### config.mk
export PLATFORM = sky130hd
export DESIGN_NAME = acmac_ctrl
export DESIGN_NICKNAME = d
export VERILOG_FILES = /design/src/acmac_pkg.sv /design/src/acmac_ctrl.sv
export SDC_FILE = /design/constraint.sdc
export NUM_CORES = 1
export LEC_CHECK = 0
export BUFFER_PORTS_ARGS = -buffer_cell sky130_fd_sc_hd__buf_2
export CORE_AREA = 2 2 39 41
export DETAILED_ROUTE_END_ITERATION = 10
export DIE_AREA = 0 0 41 43
export HOLD_SLACK_MARGIN = 0.03
export PLACE_DENSITY = 0.73
export SYNTH_ARGS = -nofsm -noshare
export SYNTH_HDL_FRONTEND = slang
export SYNTH_SLANG_ARGS = --single-unit
### constraint.sdc
create_clock -name clk -period 2.6 [get_ports clk]
set_input_delay 0.52 -clock clk [delete_from_list [all_inputs] [get_ports clk]]
set_output_delay 0.52 -clock clk [all_outputs]
set_load 0.05 [all_outputs]
### src/acmac_pkg.sv
// Package for the AES-128 CMAC signer: types, constants, S-box and round functions.
// No dependencies; used by acmac_ctrl, acmac_dp and aes_cmac_signer.
package acmac_pkg;

    localparam int AES_ROUNDS_DEF = 10;
    localparam int BLOCK_BYTES    = 16;
    localparam int KEY_W          = 64;
    localparam logic [7:0] CMAC_RB = 8'h87;

    typedef enum logic [1:0]
    {
        CFG_KEY_HIGH = 2'd0,
        CFG_KEY_LOW  = 2'd1
    } cfg_index_t;

    typedef enum logic [2:0]
    {
        ST_IDLE,
        ST_KEYGEN,
        ST_SUBKEY,
        ST_LOAD,
        ST_ROUND,
        ST_OUT
    } state_t;

    // Controller to datapath
    typedef struct packed
    {
        logic key_start;   // load key into schedule register, rcon = 1
        logic l_start;     // load zero block xor key
        logic blk_start;   // load chain ^ block (^ K1) xor key
        logic round;       // run one round, advance key schedule
        logic final_rnd;   // this round is the last one, skip MixColumns
        logic save_k1;     // capture K1 from state
        logic save_chain;  // capture ciphertext into chain, or clear on last
        logic last;        // current word is a final block
    } cmd_t;

    // Datapath to controller
    typedef struct packed
    {
        logic dummy;
    } status_t;

    function automatic logic [7:0] sbox(input logic [7:0] x);
        logic [7:0] t [256];
        t = '{
        8'h63,8'h7c,8'h77,8'h7b,8'hf2,8'h6b,8'h6f,8'hc5,8'h30,8'h01,8'h67,8'h2b,8'hfe,8'hd7,8'hab,8'h76,
        8'hca,8'h82,8'hc9,8'h7d,8'hfa,8'h59,8'h47,8'hf0,8'had,8'hd4,8'ha2,8'haf,8'h9c,8'ha4,8'h72,8'hc0,
        8'hb7,8'hfd,8'h93,8'h26,8'h36,8'h3f,8'hf7,8'hcc,8'h34,8'ha5,8'he5,8'hf1,8'h71,8'hd8,8'h31,8'h15,
        8'h04,8'hc7,8'h23,8'hc3,8'h18,8'h96,8'h05,8'h9a,8'h07,8'h12,8'h80,8'he2,8'heb,8'h27,8'hb2,8'h75,
        8'h09,8'h83,8'h2c,8'h1a,8'h1b,8'h6e,8'h5a,8'ha0,8'h52,8'h3b,8'hd6,8'hb3,8'h29,8'he3,8'h2f,8'h84,
        8'h53,8'hd1,8'h00,8'hed,8'h20,8'hfc,8'hb1,8'h5b,8'h6a,8'hcb,8'hbe,8'h39,8'h4a,8'h4c,8'h58,8'hcf,
        8'hd0,8'hef,8'haa,8'hfb,8'h43,8'h4d,8'h33,8'h85,8'h45,8'hf9,8'h02,8'h7f,8'h50,8'h3c,8'h9f,8'ha8,
        8'h51,8'ha3,8'h40,8'h8f,8'h92,8'h9d,8'h38,8'hf5,8'hbc,8'hb6,8'hda,8'h21,8'h10,8'hff,8'hf3,8'hd2,
        8'hcd,8'h0c,8'h13,8'hec,8'h5f,8'h97,8'h44,8'h17,8'hc4,8'ha7,8'h7e,8'h3d,8'h64,8'h5d,8'h19,8'h73,
        8'h60,8'h81,8'h4f,8'hdc,8'h22,8'h2a,8'h90,8'h88,8'h46,8'hee,8'hb8,8'h14,8'hde,8'h5e,8'h0b,8'hdb,
        8'he0,8'h32,8'h3a,8'h0a,8'h49,8'h06,8'h24,8'h5c,8'hc2,8'hd3,8'hac,8'h62,8'h91,8'h95,8'he4,8'h79,
        8'he7,8'hc8,8'h37,8'h6d,8'h8d,8'hd5,8'h4e,8'ha9,8'h6c,8'h56,8'hf4,8'hea,8'h65,8'h7a,8'hae,8'h08,
        8'hba,8'h78,8'h25,8'h2e,8'h1c,8'ha6,8'hb4,8'hc6,8'he8,8'hdd,8'h74,8'h1f,8'h4b,8'hbd,8'h8b,8'h8a,
        8'h70,8'h3e,8'hb5,8'h66,8'h48,8'h03,8'hf6,8'h0e,8'h61,8'h35,8'h57,8'hb9,8'h86,8'hc1,8'h1d,8'h9e,
        8'he1,8'hf8,8'h98,8'h11,8'h69,8'hd9,8'h8e,8'h94,8'h9b,8'h1e,8'h87,8'he9,8'hce,8'h55,8'h28,8'hdf,
        8'h8c,8'ha1,8'h89,8'h0d,8'hbf,8'he6,8'h42,8'h68,8'h41,8'h99,8'h2d,8'h0f,8'hb0,8'h54,8'hbb,8'h16
        };
        return t[x];
    endfunction

    function automatic logic [7:0] xtime(input logic [7:0] x);
        return {x[6:0], 1'b0} ^ (x[7] ? 8'h1b : 8'h00);
    endfunction

    // Byte i of the block sits at bits [127-8i -: 8]
    function automatic logic [7:0] byte_of(input logic [127:0] v, input int i);
        return v[127 - 8 * i -: 8];
    endfunction

    // SubBytes, ShiftRows and (unless final) MixColumns
    function automatic logic [127:0] aes_round(input logic [127:0] s, input logic final_rnd);
        logic [7:0] t [16];
        logic [127:0] o;
        logic [7:0] a0, a1, a2, a3;
        for (int i = 0; i < 16; i++)
            t[i] = sbox(byte_of(s, (i % 4) + 4 * (((i / 4) + (i % 4)) % 4)));
        for (int c = 0; c < 4; c++)
        begin
            a0 = t[4 * c];
            a1 = t[4 * c + 1];
            a2 = t[4 * c + 2];
            a3 = t[4 * c + 3];
            if (final_rnd)
            begin
                o[127 - 32 * c -: 32] = {a0, a1, a2, a3};
            end
            else
            begin
                o[127 - 32 * c -: 32] = {
                    xtime(a0) ^ xtime(a1) ^ a1 ^ a2 ^ a3,
                    a0 ^ xtime(a1) ^ xtime(a2) ^ a2 ^ a3,
                    a0 ^ a1 ^ xtime(a2) ^ xtime(a3) ^ a3,
                    xtime(a0) ^ a0 ^ a1 ^ a2 ^ xtime(a3)};
            end
        end
        return o;
    endfunction

    // Next round key from the current one
    function automatic logic [127:0] next_key(input logic [127:0] k, input logic [7:0] rc);
        logic [31:0] w0, w1, w2, w3, t;
        w0 = k[127:96];
        w1 = k[95:64];
        w2 = k[63:32];
        w3 = k[31:0];
        t = {sbox(w3[23:16]) ^ rc, sbox(w3[15:8]), sbox(w3[7:0]), sbox(w3[31:24])};
        w0 = w0 ^ t;
        w1 = w1 ^ w0;
        w2 = w2 ^ w1;
        w3 = w3 ^ w2;
        return {w0, w1, w2, w3};
    endfunction

endpackage

### src/acmac_ctrl.sv
// Controller for the CMAC signer: sequences subkey derivation and block rounds.
// Depends on acmac_pkg.
module acmac_ctrl #(
    parameter int AES_ROUNDS = acmac_pkg::AES_ROUNDS_DEF
) (
    input  logic              clk,
    input  logic              rst_n,
    input  logic              in_valid,
    input  logic              last_block,
    input  logic              cfg_we,
    input  logic [1:0]        cfg_index,
    input  logic              out_stall,
    output logic              in_stall,
    output logic              out_valid,
    output acmac_pkg::cmd_t   cmd,
    input  acmac_pkg::status_t sts
);
    import acmac_pkg::*;

    localparam int RW = $clog2(AES_ROUNDS + 1);

    state_t        state_reg, state_next;
    logic [RW-1:0] rnd_reg, rnd_next;
    logic          ready_reg, ready_next;
    logic          last_reg, last_next;
    logic          key_wr;

    assign key_wr = cfg_we && (cfg_index == CFG_KEY_HIGH || cfg_index == CFG_KEY_LOW);

    // Hold state, round count, subkey flag and last-word flag
    always_ff @(posedge clk or negedge rst_n)
    begin
        if (!rst_n)
        begin
            state_reg <= ST_IDLE;
            rnd_reg   <= '0;
            ready_reg <= 1'b0;
            last_reg  <= 1'b0;
        end
        else
        begin
            state_reg <= state_next;
            rnd_reg   <= rnd_next;
            ready_reg <= ready_next;
            last_reg  <= last_next;
        end
    end

    always_comb
    begin
        state_next = state_reg;
        rnd_next   = rnd_reg;
        ready_next = key_wr ? 1'b0 : ready_reg;
        last_next  = last_reg;
        cmd        = '0;
        cmd.last   = last_reg;
        in_stall   = 1'b1;
        out_valid  = 1'b0;
        unique case (state_reg)
            ST_IDLE:
            begin
                in_stall = 1'b0;
                if (in_valid)
                begin
                    last_next = last_block;
                    if (ready_reg)
                    begin
                        cmd.blk_start = 1'b1;
                        cmd.key_start = 1'b1;
                        cmd.last      = last_block;
                        rnd_next      = RW'(1);
                        state_next    = ST_ROUND;
                    end
                    else
                    begin
                        cmd.key_start = 1'b1;
                        cmd.l_start   = 1'b1;
                        rnd_next      = RW'(1);
                        state_next    = ST_SUBKEY;
                    end
                end
            end
            // Encrypt zero block to get L
            ST_SUBKEY:
            begin
                if (rnd_reg == RW'(AES_ROUNDS + 1))
                begin
                    cmd.save_k1 = 1'b1;
                    ready_next  = 1'b1;
                    state_next  = ST_LOAD;
                end
                else
                begin
                    cmd.round     = 1'b1;
                    cmd.final_rnd = (rnd_reg == RW'(AES_ROUNDS));
                    rnd_next      = rnd_reg + RW'(1);
                end
            end
            ST_LOAD:
            begin
                cmd.blk_start = 1'b1;
                cmd.key_start = 1'b1;
                rnd_next      = RW'(1);
                state_next    = ST_ROUND;
            end
            ST_ROUND:
            begin
                if (rnd_reg == RW'(AES_ROUNDS + 1))
                begin
                    cmd.save_chain = 1'b1;
                    state_next     = last_reg ? ST_OUT : ST_IDLE;
                end
                else
                begin
                    cmd.round     = 1'b1;
                    cmd.final_rnd = (rnd_reg == RW'(AES_ROUNDS));
                    rnd_next      = rnd_reg + RW'(1);
                end
            end
            ST_OUT:
            begin
                out_valid = 1'b1;
                if (!out_stall)
                    state_next = ST_IDLE;
            end
            default: state_next = ST_IDLE;
        endcase
    end

    logic unused_sts;
    assign unused_sts = sts.dummy;

endmodule

==> flow_metrics.py, run 1 <==
metrics = {
    "yosys": {
        "synth-compound-area-share": 0.211,
        "synth.top_cells.by_count": "dfrtp_1 (9), inv_1 (7), nand3_1 (5), nor2_1 (5)",
        "synth_top_family_by_area": "simple AND/OR/NAND/NOR gates",
        "syn-instance-count": 69,
        "yosys-top-cells-area": "dfrtp_1 (37%), inv_1 (4.3%), ha_1 (4.1%)",
        "synthArstFlopShare": 1.00,
        "synth-simple-area-share": 0.236,
        "synthMuxAreaShare": 0.0370,
        "ys_seq_area_frac": 0.370,
        "yosysWarnings": 0,
        "synth_fp_nets": 80,
        "yosys_register_bits": 9,
        "synth_top_area_share": 0.370,
        "synthXorXnorAreaFrac": 0,
        "synth_area_um2": 609,
        "synth-main-ff-cell": "dfrtp_1",
        "syn_area_per_cell_um2": 8.83,
        "synth_cell_types": 28,
        "synth_fa_ha_area_frac": 0.0411,
        "yosysMostFrequentCell": "dfrtp_1",
        "synth_edf_count": 0,
        "synth_largest_area_cell": "dfrtp_1",
    },
    "global_route": {
        "grt_max_degree": 11,
        "grt_pass1_vias": 429,
        "grt_usage": 0.151,
        "antenna_found_initial": 0,
        "grt_pass1_wl_um": 1830,
        "grt_remaining_overflow": 0,
    },
    "layout": {
        "multiInputGateArea_um2": 322,
        "largest_register_ffs": 4,
        "syn2layout_area_growth_pct": 17.0,
        "diodes": 0,
        "fin_util": 0.515,
        "finalNetCount": 97,
        "seq_area_um2": 225,
        "fillerInstances": 135,
        "drive_gt1_frac": 0.306,
    },
    "status": {
        "status": "finished clean",
    },
    "place": {
        "dp_hpwl_um": 905,
        "routabilityCongestion": 0.682,
        "dp_slack_ps": 308,
        "port-buffer-count": 16,
    },
    "power_and_ir_drop": {
        "powerDensity_nw_per_um2": 1290,
        "power_uw": 922,
        "p_leak_uw": 0.000377,
        "peakVddDrop_mv": 0.634,
    },
    "critical_path": {
        "reg2reg_from": "rnd_reg[0]",
        "crit_path_end": "cmd[3]",
        "r2r_end": "rnd_reg[2]",
        "cp.required_ps": 2080,
        "worst_ep_arrival_time_ps": 1980,
        "critPathLaunch": "rnd_reg[0]",
        "criticalPathCategory": "reg2out",
        "critPathCaptureType": "primary output",
        "r2r_slack_ps": 880,
        "cp-start-kind": "register",
        "cp_max_fo": 6,
        "reg2reg_depth": 5,
    },
    "route": {
        "avgRoutedWirePerCell_um": 11.6,
        "first_iter_violations": 10,
        "drc": 0,
        "vias": 540,
        "antenna_left": 0,
        "vias_per_cell": 5.35,
        "wirelength_um": 1170,
        "first_pass_iters": 4,
    },
    "sta": {
        "report.final.slew_viol_count": 0,
        "skew_ps": 1.20,
        "min_period_over_period": 0.962,
        "final_hold_viol_count": 0,
        "rsz0062_at_grt": "false",
        "setup_slack_ps": 97.7,
        "setup_viol": 0,
        "fmax_ghz": 0.400,
        "hold_ws_ps": 106,
        "fin_crit_ps": 2500,
        "worst_pin_slew_ps": 405,
        "tns_ps": 0,
        "max_slew_margin": 0.728,
    },
    "floorplanning": {
        "die_area_um2": 1760,
        "ios": 19,
        "die_h_um": 43,
        "core_area_um2": 1380,
        "initial_core_util": 0.440,
        "die_w_um": 41,
        "rows": 14,
    },
    "cts": {
        "cts_buffers": 3,
        "htreeDepth": 1,
        "cts_tree": "built",
        "cts_root_buf": "clkbuf_4",
        "clk-insertion-delay-late_ps": 250,
        "clk_pin_slew_ps": 60,
        "cts_sinks": 9,
        "cts.path.max_buffers": 2,
    },
    "hold_path": {
        "hold_class": "in2async",
    },
    "job": {
        "max-cap-violations": 0,
    },
}
==> placed cells by master (no fill, tap or decap), types with 2 or more instances in the layout <==
cell type / netlist / final
and3_1: 3 / 3
nor2b_1: 2 / 2
nor3_1: 3 / 3
nor2_1: 5 / 5
clkbuf_4: 0 / 3
buf_4: 0 / 2
o21ai_0: 4 / 4
a21oi_1: 3 / 3
inv_1: 7 / 7
nand2b_1: 2 / 2
nand2_1: 4 / 4
ha_1: 2 / 2
dfrtp_1: 9 / 9
nand3_1: 5 / 5
a32o_1: 2 / 2
buf_2: 0 / 15
==> kinds of logic after synthesis <==
kind of cell	Yosys count
flip-flops	9
AO/OA/AOI/OAI	16
adder cells (fa/ha/maj)	2
AND/OR/NAND/NOR	27
multiplexers	2
buffers and inverters	13
==> how the worst min path moves through the flow <==
stage,from,endpoint,cells after the start
global placement,rst_n,last_reg,1
floorplan,rst_n,last_reg,0
global route,rst_n,state_reg[2],1
finish,rst_n,last_reg,1
detailed placement,rst_n,last_reg,1
CTS,rst_n,last_reg,1
==> report_power, final <==
group	switching (uW)	internal (uW)	leakage, uW
Clock	47.4	59.1	0.0000150
Sequential	76.2	201	0.000112
Combinational	349	189	0.000250
Total	473	449	0.000377
==> repair_timing <==
item	4_1_cts	5_1_grt
setup buffers	0	0
hold buffers	0	0
gates resized for setup	0	3
endpoints found under the setup margin	0	1
==> cell type report <==
class / count / share of cell area
multi-input combinational: 47 / 0.451
tap: 16 / 0.0281
inverter: 8 / 0.0421
sequential: 9 / 0.316
timing repair buffer: 17 / 0.126
clock buffer: 4 / 0.0368
==> through the flow <==
step,area (um^2),cells
2_1_floorplan,609,69
3_3_place_gp,683,97
3_5_place_dp,683,97
4_1_cts,709,101
5_1_grt,713,101
6_report,713,101
==> critical path, cell delays in order (launching register included) <==
cell and delay, ps:
dfrtp_1 430, ha_1 250, and3b_2 270, a211o_4 310, inv_2 80, and4b_1 200
buf_4 200
==> layer usage <==
metal	track usage	vias to the layer above	routed length, um
li1	-	271	-
met1	0.221	256	551
met2	0.213	11	555
met3	0.0314	2	53
met4	0.0600	0	10
met5	0	-	0
Note: power is estimated with default switching activity, not from simulation.
==> inputs of run 2 (changes only) <==
--- a/config.mk
+++ b/config.mk
@@ -5,12 +5,13 @@
 export SDC_FILE = /design/constraint.sdc
 export NUM_CORES = 1
 export LEC_CHECK = 0
+export ABC_AREA = 1
 export BUFFER_PORTS_ARGS = -buffer_cell sky130_fd_sc_hd__buf_2
 export CORE_AREA = 2 2 39 41
 export DETAILED_ROUTE_END_ITERATION = 10
 export DIE_AREA = 0 0 41 43
 export HOLD_SLACK_MARGIN = 0.03
-export PLACE_DENSITY = 0.73
+export PLACE_DENSITY = 0.74
 export SYNTH_ARGS = -nofsm -noshare
 export SYNTH_HDL_FRONTEND = slang
 export SYNTH_SLANG_ARGS = --single-unit
==> run 2 against run 1 <==
Die area did not move. Sequential share of layout area down 1.8 points. Sequential power fell by 3%. Register-to-register slack gained 280 ps. Largest power group unchanged. Setup slack better by 330 ps. Clock skew increased by 1.3 ps. Final cell count is 20% higher.
==> flow_metrics.py, run 2 <==
metrics = {
    "global_route": {
        "grt_pass1_wl_um": 2040,
        "use_met3": 0.0314,
        "grt_max_degree": 11,
        "grt_usage": 0.173,
        "grtUsageMet1": 0.228,
        "use_met2": 0.253,
        "top_usage_layer": "met2",
        "antenna_found_initial": 0,
        "grt_pass1_vias": 506,
        "grt_remaining_overflow": 0,
    },
    "yosys": {
        "yosys_register_bits": 9,
        "synth_edf_count": 0,
        "yosysWarnings": 0,
        "synth_area_um2": 629,
        "synth_top_area_share": 0.358,
        "synth_cell_types": 21,
        "synth_largest_area_cell": "dfrtp_1",
        "yosys-top-cells-area": "dfrtp_1 (36%), nand2_1 (11%), nand3_1 (8.7%)",
        "ys_seq_area_frac": 0.358,
        "synth-main-ff-cell": "dfrtp_1",
        "synth_fp_nets": 96,
        "synth.top_cells.by_count": "nand2_1 (19), inv_1 (11), nand3_1 (11)",
        "syn_area_per_cell_um2": 7.40,
        "synthArstFlopShare": 1.00,
        "yosysMostFrequentCell": "nand2_1",
        "syn-instance-count": 85,
    },
    "job": {
        "max-cap-violations": 0,
    },
    "route": {
        "vias_per_cell": 4.96,
        "vias": 600,
        "avgRoutedWirePerCell_um": 10.2,
        "wirelength_um": 1240,
        "first_pass_iters": 2,
        "first_iter_violations": 9,
        "drc": 0,
        "antenna_left": 0,
    },
    "critical_path": {
        "crit_family": "flip-flops",
        "cpMaxStageDelayCell": "dfrtp_1",
        "path_cells": "ha_1, nand3_1, nand2_4, inv_1, buf_2",
        "worst_ep_arrival_time_ps": 1650,
        "cp_max_fo": 6,
        "r2r_slack_ps": 1160,
        "r2r_end": "rnd_reg[3]",
        "cp_num_buf_inv": 2,
        "criticalPathCategory": "reg2out",
        "critPathCaptureType": "primary output",
        "cp.required_ps": 2080,
        "critPathMaxStageDelay_ps": 420,
        "reg2reg_from": "rnd_reg[0]",
        "cp-start-kind": "register",
        "reg2reg_depth": 7,
    },
    "sta": {
        "rsz0062_at_grt": "false",
        "max_slew_margin": 0.812,
        "hold_ws_ps": 90.6,
        "tns_ps": 0,
        "fmax_ghz": 0.460,
        "skew_ps": 2.50,
        "setup_viol": 0,
        "fin_crit_ps": 2170,
        "report.final.slew_viol_count": 0,
        "worst_pin_slew_ps": 282,
        "min_period_over_period": 0.836,
        "final_hold_viol_count": 0,
    },
    "cts": {
        "clk_pin_slew_ps": 60,
        "cts_root_buf": "clkbuf_4",
        "ctsResizeCount": 0,
        "cts_buffers": 3,
        "clk-insertion-delay-late_ps": 270,
        "htreeDepth": 1,
        "cts_sinks": 9,
        "cts.path.max_buffers": 2,
        "cts_tree": "built",
        "post-cts-setup-buffer-count": 0,
        "hold_buffers": 0,
    },
    "layout": {
        "syn2layout_area_growth_pct": 20.1,
        "fillerInstances": 140,
        "largest_register_ffs": 4,
        "drive_gt1_frac": 0.305,
        "multiInputGateArea_um2": 357,
        "final_cell_mix": "nand2_1 (19), buf_2 (16), nand3_1 (11), inv_1 (11), dfrtp_1 (9)",
        "finalNetCount": 117,
        "diodes": 0,
        "fin_util": 0.546,
        "seq_area_um2": 225,
        "layout_commonest_cell": "nand2_1",
    },
    "power_and_ir_drop": {
        "p_leak_uw": 0.000433,
        "peakVddDrop_mv": 0.651,
        "powerDensity_nw_per_um2": 1310,
    },
    "floorplanning": {
        "ios": 19,
        "die_w_um": 41,
        "core_area_um2": 1380,
        "die_area_um2": 1760,
        "rows": 14,
        "initial_core_util": 0.455,
        "die_h_um": 43,
    },
    "hold_path": {
        "hold_class": "in2async",
    },
    "place": {
        "port-buffer-count": 16,
        "dp_hpwl_um": 1010,
        "routabilityCongestion": 0.772,
    },
    "status": {
        "status": "finished clean",
    },
}
run 2: cell types whose count changed after synthesis, moves of 3 or more:
cell / previous run / this run
nand2_1: 4 / 19
nand3_1: 5 / 11
inv_1: 7 / 11
and3_1: 3 / 0
clkbuf_1: 3 / 0
nand2_2: 0 / 3
nand4_1: 0 / 3
nor2_2: 0 / 3
run 2: through the flow:
| stage | power, uW | instance area (um^2) | cells | setup WS (ps) |
|---|---|---|---|---|
| after global routing | 1080 | 756 | 121 | 327 |
| final | 990 | 756 | 121 | 427 |
| after global placement | 875 | 729 | 117 | 738 |
| after floorplan | 761 | 629 | 85 | 24.3 |
| after CTS | 1000 | 756 | 121 | 429 |
| after detailed placement | 888 | 729 | 117 | 723 |
run 2: report_power, final:
| part | internal (uW) | switching, uW | leakage, uW | total (uW) |
|---|---|---|---|---|
| logic | 182 | 429 | 0.000304 | 611 |
| registers | 196 | 73.7 | 0.000114 | 270 |
| clock network | 59.2 | 50.1 | 0.0000150 | 109 |
run 2: area by class of cell:
type | count | share of cell area
Multi-Input combinational cell | 64 | 0.472
Sequential cell | 9 | 0.298
Timing Repair Buffer | 16 | 0.106
Inverter | 12 | 0.0629
Clock buffer | 4 | 0.0348
Tap cell | 16 | 0.0265
run 2: cells by family after synthesis:
kind of cell,synth area share
simple gates,0.421
buf+inv,0.0756
compound gates,0.0914
flops,0.358
fa+ha+maj,0.0398
xor+xnor,0.0139
run 2: worst max-delay path by stage:
| stage | cells after the start | slack [ps] | from | to |
|---|---|---|---|---|
| after floorplan | 3 | 20 | state_reg[1] | cmd[7] |
| after global placement | 5 | 740 | rnd_reg[0] | cmd[4] |
| after detailed placement | 5 | 720 | rnd_reg[0] | cmd[4] |
| after CTS | 5 | 430 | rnd_reg[0] | cmd[4] |
| after global routing | 4 | 330 | rnd_reg[0] | cmd[1] |
| final | 5 | 430 | rnd_reg[0] | cmd[4] |
run 2: metal layers:
| layer | wire length (um) | vias to the layer above |
|---|---|---|
| met1 | 555 | 260 |
| met5 | 0 | - |
| met2 | 580 | 15 |
| met3 | 66 | 5 |
| met4 | 38 | 0 |
| li1 | - | 320 |
